File: src/hdl/dta_pkg.sv
// shared constants, types and calendar helpers for the date/time advance block
package dta_pkg;

  localparam int ADD_MINUTES_WIDTH_DEF = 16;

  localparam int MIN_PER_DAY     = 1440;
  localparam int MIN_PER_HOUR    = 60;
  localparam int YEARS_PER_CENT  = 100;
  localparam int YEAR_TOP        = 9999;
  localparam int MONTHS_PER_YEAR = 12;
  localparam int CARRY_MAX       = 63;

  localparam int DAY_W    = 5;
  localparam int MONTH_W  = 4;
  localparam int YEAR_W   = 14;
  localparam int HOUR_W   = 5;
  localparam int MINUTE_W = 6;
  localparam int CARRY_W  = 6;
  localparam int TOD_W    = 11;
  localparam int REM_W    = 12;
  localparam int CENT_W   = 7;
  localparam int QUAD_W   = 2;

  localparam logic [MONTH_W-1:0] M_JAN = MONTH_W'(1);
  localparam logic [MONTH_W-1:0] M_FEB = MONTH_W'(2);
  localparam logic [MONTH_W-1:0] M_APR = MONTH_W'(4);
  localparam logic [MONTH_W-1:0] M_JUN = MONTH_W'(6);
  localparam logic [MONTH_W-1:0] M_SEP = MONTH_W'(9);
  localparam logic [MONTH_W-1:0] M_NOV = MONTH_W'(11);
  localparam logic [MONTH_W-1:0] M_DEC = MONTH_W'(MONTHS_PER_YEAR);

  // divider pass select: which constant divides the dividend
  localparam int DIV_SEL_W = 2;
  localparam logic [DIV_SEL_W-1:0] DIV_DAY  = DIV_SEL_W'(0);
  localparam logic [DIV_SEL_W-1:0] DIV_HOUR = DIV_SEL_W'(1);
  localparam logic [DIV_SEL_W-1:0] DIV_CENT = DIV_SEL_W'(2);

  typedef struct packed {
    logic                 start;
    logic [DIV_SEL_W-1:0] sel;
  } div_req_t;

  typedef struct packed {
    logic             done;
    logic [REM_W-1:0] rem;
  } div_rsp_t;

  // width of start-of-day minutes plus offset
  function automatic int end_width(input int add_w);
    return ((add_w > TOD_W) ? add_w : TOD_W) + 1;
  endfunction

  function automatic logic [DAY_W-1:0] month_days(input logic [MONTH_W-1:0] month,
                                                  input logic leap);
    logic [DAY_W-1:0] len;
    if (month == M_FEB) begin
      len = leap ? DAY_W'(29) : DAY_W'(28);
    end else if (month == M_APR || month == M_JUN || month == M_SEP || month == M_NOV) begin
      len = DAY_W'(30);
    end else begin
      len = DAY_W'(31);
    end
    return len;
  endfunction

endpackage

File: src/hdl/date_time_advance_core.sv
// top level: advances a date and time of day by a minute offset
//
// usage: present a word on the in_ ports with start high while busy is low;
// the word is taken at that edge and busy rises at once. One shared constant
// divider then runs three passes: minutes since midnight by 1440 (day carry
// and time of day), the time of day by 60 (hour and minute), and the year by
// 100 (century position for the leap rule). Each pass is a reciprocal
// estimate and one correction step.
// A month walk follows, advancing one month at a time until the day fits.
// The result word is on the out_ ports for one cycle with out_valid high
// once the walk ends (at the default width at most two months are crossed);
// busy falls in the cycle after, so no new word is taken before the result
// has left.
// The receiver cannot stall: out_valid is a strobe and the out_ ports hold
// the last word only until a new word is taken.
// Reset (rst_n low at a clock edge) drops busy and out_valid; a word in
// flight is lost.
module date_time_advance_core #(
  parameter int ADD_MINUTES_WIDTH = dta_pkg::ADD_MINUTES_WIDTH_DEF
) (
  input  logic                         clk,
  input  logic                         rst_n,
  input  logic                         start,
  output logic                         busy,
  input  logic [4:0]                   in_start_day,
  input  logic [3:0]                   in_start_month,
  input  logic [13:0]                  in_start_year,
  input  logic [4:0]                   in_start_hour,
  input  logic [5:0]                   in_start_minute,
  input  logic [ADD_MINUTES_WIDTH-1:0] in_add_minutes,
  output logic                         out_valid,
  output logic [4:0]                   out_new_day,
  output logic [3:0]                   out_new_month,
  output logic [13:0]                  out_new_year,
  output logic [4:0]                   out_new_hour,
  output logic [5:0]                   out_new_minute,
  output logic [5:0]                   out_days_carried,
  output logic                         out_year_overflow
);

  localparam int DAY_W    = dta_pkg::DAY_W;
  localparam int MONTH_W  = dta_pkg::MONTH_W;
  localparam int YEAR_W   = dta_pkg::YEAR_W;
  localparam int HOUR_W   = dta_pkg::HOUR_W;
  localparam int MINUTE_W = dta_pkg::MINUTE_W;
  localparam int CARRY_W  = dta_pkg::CARRY_W;
  localparam int TOD_W    = dta_pkg::TOD_W;
  localparam int CENT_W   = dta_pkg::CENT_W;
  localparam int QUAD_W   = dta_pkg::QUAD_W;
  localparam int EW       = dta_pkg::end_width(ADD_MINUTES_WIDTH);
  localparam int DW       = (EW > YEAR_W) ? EW : YEAR_W;

  localparam logic [2:0] S_IDLE = 3'd0;
  localparam logic [2:0] S_DAY  = 3'd1;
  localparam logic [2:0] S_HOUR = 3'd2;
  localparam logic [2:0] S_YEAR = 3'd3;
  localparam logic [2:0] S_WALK = 3'd4;
  localparam logic [2:0] S_OUT  = 3'd5;

  logic [2:0]         state_r;
  logic [2:0]         state_nxt;
  logic               start_ge_r;
  logic [EW-1:0]      carried_r;
  logic [EW:0]        day_acc_r;
  logic [MONTH_W-1:0] month_r;
  logic [YEAR_W-1:0]  year_r;
  logic [CENT_W-1:0]  cent_r;
  logic [QUAD_W-1:0]  quad_r;
  logic [HOUR_W-1:0]  hour_r;
  logic [MINUTE_W-1:0] minute_r;
  logic               ovf_r;

  logic               accept;
  logic [TOD_W-1:0]   start_min;
  logic [EW-1:0]      end_min;
  logic               leap;
  logic [DAY_W-1:0]   len;
  logic               advance;

  dta_pkg::div_req_t  div_req;
  dta_pkg::div_rsp_t  div_rsp;
  logic [DW-1:0]      div_dvd;
  logic [DW-1:0]      div_quo;

  assign accept    = start && (state_r == S_IDLE);
  assign busy      = (state_r != S_IDLE);
  assign start_min = TOD_W'(in_start_hour) * TOD_W'(dta_pkg::MIN_PER_HOUR)
                     + TOD_W'(in_start_minute);
  assign end_min   = EW'(start_min) + EW'(in_add_minutes);

  // divisible by 4, and not a century unless the century count is a multiple of 4
  assign leap    = (year_r[1:0] == 2'b00) && ((cent_r != '0) || (quad_r == '0));
  assign len     = dta_pkg::month_days(month_r, leap);
  assign advance = (day_acc_r > (EW+1)'(len));

  always_comb begin
    div_req.start = accept || (div_rsp.done && (state_r == S_DAY || state_r == S_HOUR));
    div_req.sel   = dta_pkg::DIV_DAY;
    div_dvd       = DW'(end_min);
    unique case (state_r)
      S_DAY: begin
        div_req.sel = dta_pkg::DIV_HOUR;
        div_dvd     = DW'(div_rsp.rem);
      end
      S_HOUR: begin
        div_req.sel = dta_pkg::DIV_CENT;
        div_dvd     = DW'(year_r);
      end
      default: begin
        div_req.sel = dta_pkg::DIV_DAY;
        div_dvd     = DW'(end_min);
      end
    endcase
  end

  dta_divider #(
    .DW (DW)
  ) u_div (
    .clk      (clk),
    .rst_n    (rst_n),
    .req      (div_req),
    .dividend (div_dvd),
    .rsp      (div_rsp),
    .quotient (div_quo)
  );

  always_comb begin
    state_nxt = state_r;
    unique case (state_r)
      S_IDLE: if (start) state_nxt = S_DAY;
      S_DAY:  if (div_rsp.done) state_nxt = S_HOUR;
      S_HOUR: if (div_rsp.done) state_nxt = S_YEAR;
      S_YEAR: if (div_rsp.done) state_nxt = S_WALK;
      S_WALK: if (!advance) state_nxt = S_OUT;
      S_OUT:  state_nxt = S_IDLE;
      default: state_nxt = S_IDLE;
    endcase
  end

  always_ff @(posedge clk) begin
    if (!rst_n) begin
      state_r <= S_IDLE;
    end else begin
      state_r <= state_nxt;
    end
  end

  always_ff @(posedge clk) begin
    if (accept) begin
      day_acc_r  <= (EW+1)'(in_start_day);
      month_r    <= in_start_month;
      year_r     <= in_start_year;
      start_ge_r <= (start_min >= TOD_W'(dta_pkg::MIN_PER_DAY));
      ovf_r      <= 1'b0;
    end
    if (state_r == S_DAY && div_rsp.done) begin
      carried_r <= div_quo[EW-1:0] - EW'(start_ge_r);
    end
    if (state_r == S_HOUR && div_rsp.done) begin
      hour_r   <= div_quo[HOUR_W-1:0];
      minute_r <= div_rsp.rem[MINUTE_W-1:0];
    end
    if (state_r == S_YEAR && div_rsp.done) begin
      cent_r    <= div_rsp.rem[CENT_W-1:0];
      quad_r    <= div_quo[QUAD_W-1:0];
      day_acc_r <= day_acc_r + (EW+1)'(carried_r);
    end
    if (state_r == S_WALK && advance) begin
      day_acc_r <= day_acc_r - (EW+1)'(len);
      if (month_r >= dta_pkg::M_DEC) begin
        month_r <= dta_pkg::M_JAN;
        if (year_r >= YEAR_W'(dta_pkg::YEAR_TOP)) begin
          year_r <= '0;
          cent_r <= '0;
          quad_r <= '0;
          ovf_r  <= 1'b1;
        end else begin
          year_r <= year_r + YEAR_W'(1);
          if (cent_r == CENT_W'(dta_pkg::YEARS_PER_CENT - 1)) begin
            cent_r <= '0;
            quad_r <= quad_r + QUAD_W'(1);
          end else begin
            cent_r <= cent_r + CENT_W'(1);
          end
        end
      end else begin
        month_r <= month_r + MONTH_W'(1);
      end
    end
  end

  assign out_valid         = (state_r == S_OUT);
  assign out_new_day       = day_acc_r[DAY_W-1:0];
  assign out_new_month     = month_r;
  assign out_new_year      = year_r;
  assign out_new_hour      = hour_r;
  assign out_new_minute    = minute_r;
  assign out_days_carried  = (carried_r > EW'(dta_pkg::CARRY_MAX)) ?
                             CARRY_W'(dta_pkg::CARRY_MAX) : carried_r[CARRY_W-1:0];
  assign out_year_overflow = ovf_r;

  a_accept_busy: assert property (@(posedge clk) disable iff (!rst_n)
    (start && !busy) |=> busy)
    else $error("accepted word did not raise busy");

  a_single_strobe: assert property (@(posedge clk) disable iff (!rst_n)
    out_valid |=> (!out_valid && !busy))
    else $error("result strobe longer than one cycle");

  a_time_range: assert property (@(posedge clk) disable iff (!rst_n)
    out_valid |-> ((out_new_hour < HOUR_W'(24)) && (out_new_minute < MINUTE_W'(60))))
    else $error("time of day out of range");

  a_walk_leaves_day: assert property (@(posedge clk) disable iff (!rst_n)
    (state_r == S_WALK && !advance) |=> out_valid)
    else $error("month walk ended without a result");

endmodule

File: src/hdl/dta_divider.sv
// shared constant divider: reciprocal estimate, then one correction step
module dta_divider #(
  parameter int DW = 17
) (
  input  logic                clk,
  input  logic                rst_n,
  input  dta_pkg::div_req_t   req,
  input  logic [DW-1:0]       dividend,
  output dta_pkg::div_rsp_t   rsp,
  output logic [DW-1:0]       quotient
);

  localparam int REM_W = dta_pkg::REM_W;
  localparam int SEL_W = dta_pkg::DIV_SEL_W;

  // floor(2**DW / d): the estimate is low by at most one for any DW-bit dividend
  localparam logic [DW-1:0] RCP_DAY  = DW'((64'd1 << DW) / 64'(dta_pkg::MIN_PER_DAY));
  localparam logic [DW-1:0] RCP_HOUR = DW'((64'd1 << DW) / 64'(dta_pkg::MIN_PER_HOUR));
  localparam logic [DW-1:0] RCP_CENT = DW'((64'd1 << DW) / 64'(dta_pkg::YEARS_PER_CENT));

  logic             busy_r;
  logic             fix_r;
  logic             done_r;
  logic [SEL_W-1:0] sel_r;
  logic [DW-1:0]    dvd_r;
  logic [DW-1:0]    qest_r;
  logic [DW-1:0]    quo_r;
  logic [REM_W-1:0] rem_r;

  logic [DW-1:0]    rcp;
  logic [DW-1:0]    dsr;
  logic [2*DW-1:0]  prod;
  logic [DW-1:0]    rem_raw;
  logic             fits;
  logic [DW-1:0]    rem_dif;

  always_comb begin
    unique case (sel_r)
      dta_pkg::DIV_HOUR: begin
        rcp = RCP_HOUR;
        dsr = DW'(dta_pkg::MIN_PER_HOUR);
      end
      dta_pkg::DIV_CENT: begin
        rcp = RCP_CENT;
        dsr = DW'(dta_pkg::YEARS_PER_CENT);
      end
      default: begin
        rcp = RCP_DAY;
        dsr = DW'(dta_pkg::MIN_PER_DAY);
      end
    endcase
    prod    = (2*DW)'(dvd_r) * (2*DW)'(rcp);
    // remainder of the estimate is below twice the divisor
    rem_raw = dvd_r - qest_r * dsr;
    fits    = (rem_raw >= dsr);
    rem_dif = rem_raw - dsr;
  end

  always_ff @(posedge clk) begin
    if (!rst_n) begin
      busy_r <= 1'b0;
      fix_r  <= 1'b0;
      done_r <= 1'b0;
      sel_r  <= dta_pkg::DIV_DAY;
    end else begin
      done_r <= 1'b0;
      if (req.start && !busy_r) begin
        busy_r <= 1'b1;
        fix_r  <= 1'b0;
        sel_r  <= req.sel;
      end else if (busy_r && !fix_r) begin
        fix_r <= 1'b1;
      end else if (busy_r) begin
        busy_r <= 1'b0;
        fix_r  <= 1'b0;
        done_r <= 1'b1;
      end
    end
  end

  always_ff @(posedge clk) begin
    if (req.start && !busy_r) begin
      dvd_r <= dividend;
    end else if (busy_r && !fix_r) begin
      qest_r <= prod[2*DW-1:DW];
    end else if (busy_r) begin
      quo_r <= qest_r + DW'(fits);
      rem_r <= fits ? rem_dif[REM_W-1:0] : rem_raw[REM_W-1:0];
    end
  end

  assign rsp.done = done_r;
  assign rsp.rem  = rem_r;
  assign quotient = quo_r;

endmodule

File: config.mk
export PLATFORM = sky130hd
export DESIGN_NAME = date_time_advance_core
export DESIGN_NICKNAME = d
export VERILOG_FILES = /design/src/hdl/dta_pkg.sv /design/src/hdl/date_time_advance_core.sv /design/src/hdl/dta_divider.sv
export SDC_FILE = /design/constraint.sdc
export NUM_CORES = 1
export LEC_CHECK = 0
export BUFFER_PORTS_ARGS = -buffer_cell sky130_fd_sc_hd__clkbuf_2
export CAP_MARGIN = 20
export CORE_AREA = 3 3 253 205
export DETAILED_ROUTE_END_ITERATION = 8
export DIE_AREA = 0 0 256 208
export MAX_ROUTING_LAYER = met4
export PLACE_DENSITY = 0.46
export SYNTH_ARGS = -nofsm -noshare
export SYNTH_HDL_FRONTEND = slang
export SYNTH_HIERARCHICAL = 1
export SYNTH_SLANG_ARGS = --single-unit
File: constraint.sdc
create_clock -name clk -period 17.8 [get_ports clk]
set_input_delay 2.67 -clock clk [delete_from_list [all_inputs] [get_ports clk]]
set_output_delay 2.67 -clock clk [all_outputs]
set_load 0.1 [all_outputs]
==> summary.txt <==
Clock network
  • Root buffer cell: clkbuf_16
  • Hold buffers post-CTS: 0
  • Num CTS Buffers: 17
  • H-tree depth: 4
  • Clock buffer depth: 2
  • CTS tree: built
  • CTS resizes: 0
  • Setup bufs post-CTS: 0
  • Worst-Skew Late Latency: ~0.43 ns
  • Clock-pin slew on the worst setup and hold paths: 0.06 ns
  • TritonCTS Sinks: 141

Route
  • DRT Wirelength: 45550 um
  • Detail Route Antenna Nets: 0
  • Routed len/inst: between 15 and 20 um
  • Drt pass-1 iters: 5
  • Starting DRT DRC Count: ~740
  • DRC: 0
  • Vias/cell: 4.918
  • Via count: 12770

Min path
  • Min-Delay Path Class: flop to flop
  • Worst hold path startpoint: u_div/quotient[0]

Finish
  • Layout area overhead: 10.70%
  • Layout cells sized above 1: 0.08897
  • Post-layout util: 0.3866
  • Most frequent cells in the layout: 335 x inv_1, 221 x ha_1, 186 x fa_1
  • Most common cell after layout, fill and taps aside: inv_1
  • N_diodes: 0
  • Nets: ~2400

Timing
  • Layout Skew: 0.01536 ns
  • Max_slew headroom: 0.3474
  • Final slew viol count: 0
  • Final period utilization: 0.4828
  • Hold Vio Cnt, Final: 0
  • RSZ-0062 raised after global routing: false
  • Fin crit period: 8.594 ns
  • Peak Freq: ~120 MHz
  • Sum Neg Setup Slack: 0 ns
  • Finish-stage setup viols: 0
  • Least-Margin Pin Slew: 0.9714 ns

Logic synthesis
  • Ys async rst share: 0
  • Post-synth EDFFs: 109
  • Sequential area share after synthesis: 0.2260
  • Area fraction of the dominant cell type after synthesis: 0.2150
  • Syn Inst Count: about 1800
  • Yosys reg bits: between 100 and 150
  • Yosys warnings: 6
  • Synthesized area per cell: 9.506 um2
  • Post-synth top flop: edfxtp_1
  • Synth Cell Area: 0.01732 mm2
  • Cell taking the most area after synthesis: fa_1
  • Top post-synthesis cells by area: fa_1 21%, edfxtp_1 19%, ha_1 16%
  • Distinct cells, synth: 82

Run status
  • Outcome: complete, no violations

Worst setup path
  • FF-to-FF Start: u_div/sel_r[1]
  • Max stage delay cell, worst path: clkinv_1
  • CP max stage delay: 0.79 ns
  • Crit Path Category: flop to flop
  • CP Data Required Time: between 15 and 20 ns
  • CP endpoint kind: flop
  • Critical Path Fanout Max: 20
  • Launch point of the worst path: u_div/sel_r[1]
  • Crit path DAT: 8.76 ns
  • Worst setup SP type: flop

Global route
  • Largest net degree at the start of global routing: 28
  • Gr usage total: 0.1807
  • GR Overflow Total: 0
  • Initial antenna violation count: 0
  • First-pass GRT wire length: 73920 um
  • Vias in the first global route: between 10000 and 15000

Die
  • Die H: around 210 um
  • IO Pins: 96
  • Core ar.: 0.04960 mm2
  • Die X: 256 um
  • Die Area: between 0.05 and 0.06 mm2
  • Number of placement rows: between 70 and 80
  • Starting Density: 0.3492

Flow run
  • Max cap viols: 0

Place
  • DP Wirelength: 38390 um
  • GPL Wtd Cong: 0.8656
  • Port Buf Inserts: 95
[critical path: cells and delay by family (launching register included)]
kind | cells | cell delay, ns
adder cells (fa/ha/maj) | 9 | 3.89
buffers and inverters | 6 | 1.10
AO/OA/AOI/OAI | 4 | 0.69
flip-flops | 1 | 0.31
AND/OR/NAND/NOR | 9 | 1.98
XOR/XNOR | 2 | 0.34
[layer usage]
metal	vias up	wire length (um)	GRT usage
met5	-	0	-
met4	0	325	0.02928
met3	13	2006	0.02750
met2	217	20450	0.2715
met1	6286	22760	0.2621
li1	6255	-	-
[path summary, 6_finish.rpt]
kind / slack (ns) / cells past startpoint / to
hold reg to reg: 0.49 / 0 / out_new_hour[0]
setup / recovery: 9.21 / 30 / u_div/quotient[12]
setup reg to reg: 9.21 / 30 / u_div/quotient[12]
hold / removal: 0.49 / 0 / out_new_hour[0]
[cells by family after synthesis]
family	after synthesis	synth area share
flops	141	0.2260
other cells	1	0.0002165
buf+inv	380	0.08496
compound gates	304	0.1184
fa+ha+maj	407	0.3747
mux	10	0.006719
xor+xnor	123	0.06220
simple gates	456	0.1269
[synthesized netlist by cell type (9+ instances only)]
cell type / count
buf_4: 9
and3_1: 16
o21ai_0: 54
o31ai_1: 9
nand4_1: 13
ha_1: 221
and2_1: 20
o211ai_1: 9
nor2b_1: 21
nor2_1: 138
o21ai_1: 13
or3_1: 9
nor4_1: 10
a31oi_1: 11
fa_1: 186
nand2b_1: 10
nand2_1: 116
nor3_1: 38
edfxtp_1: 109
o21bai_1: 9
o22ai_1: 13
dfxtp_1: 32
a21oi_1: 66
xnor2_1: 75
a21o_1: 26
a22oi_1: 18
nand3_1: 31
clkbuf_1: 28
o21a_1: 16
inv_1: 335
or2_2: 10
xor2_1: 48
[sequential cells by signal, summed over array words and instances, names as in the netlist, 3 cells and up]
register / count
cent_r: 7
out_new_minute: 6
out_new_hour: 5
carried_r: 17
day_acc_r: 18
state_r: 3
out_new_year: 14
u_div/rem_r: 12
u_div/dvd_r: 17
out_new_month: 4
u_div/quotient: 15
u_div/qest_r: 14
[layout make-up]
| type | count | area [um2] |
|---|---|---|
| tap | 675 | 844.6 |
| multi-input combinational | 1302 | 11950 |
| sequential | 141 | 3914 |
| fill | 5060 | 30420 |
| timing repair buffer | 109 | 595.6 |
| inverter | 338 | 1269 |
| clock inverter | 11 | 90.09 |
| clock buffer | 21 | 514.2 |
[per-stage QoR]
| step | area, um2 | cells | setup slack (ns) | hold slack [ns] |
|---|---|---|---|---|
| detailed placement | 18540 | 2563 | 9.151 | 0.4854 |
| global placement | 18540 | 2563 | 9.515 | 0.4627 |
| finish | 19170 | 2597 | 9.206 | 0.4904 |
| global route | 19170 | 2597 | 8.588 | 0.5102 |
| CTS | 19140 | 2595 | 9.125 | 0.5007 |
| floorplan | 17320 | 1823 | 10.67 | 0.4264 |
Power is left out: the tool's default activity adds up to more than one toggle a clock period on the data nets, which glitch-free logic cannot reach.
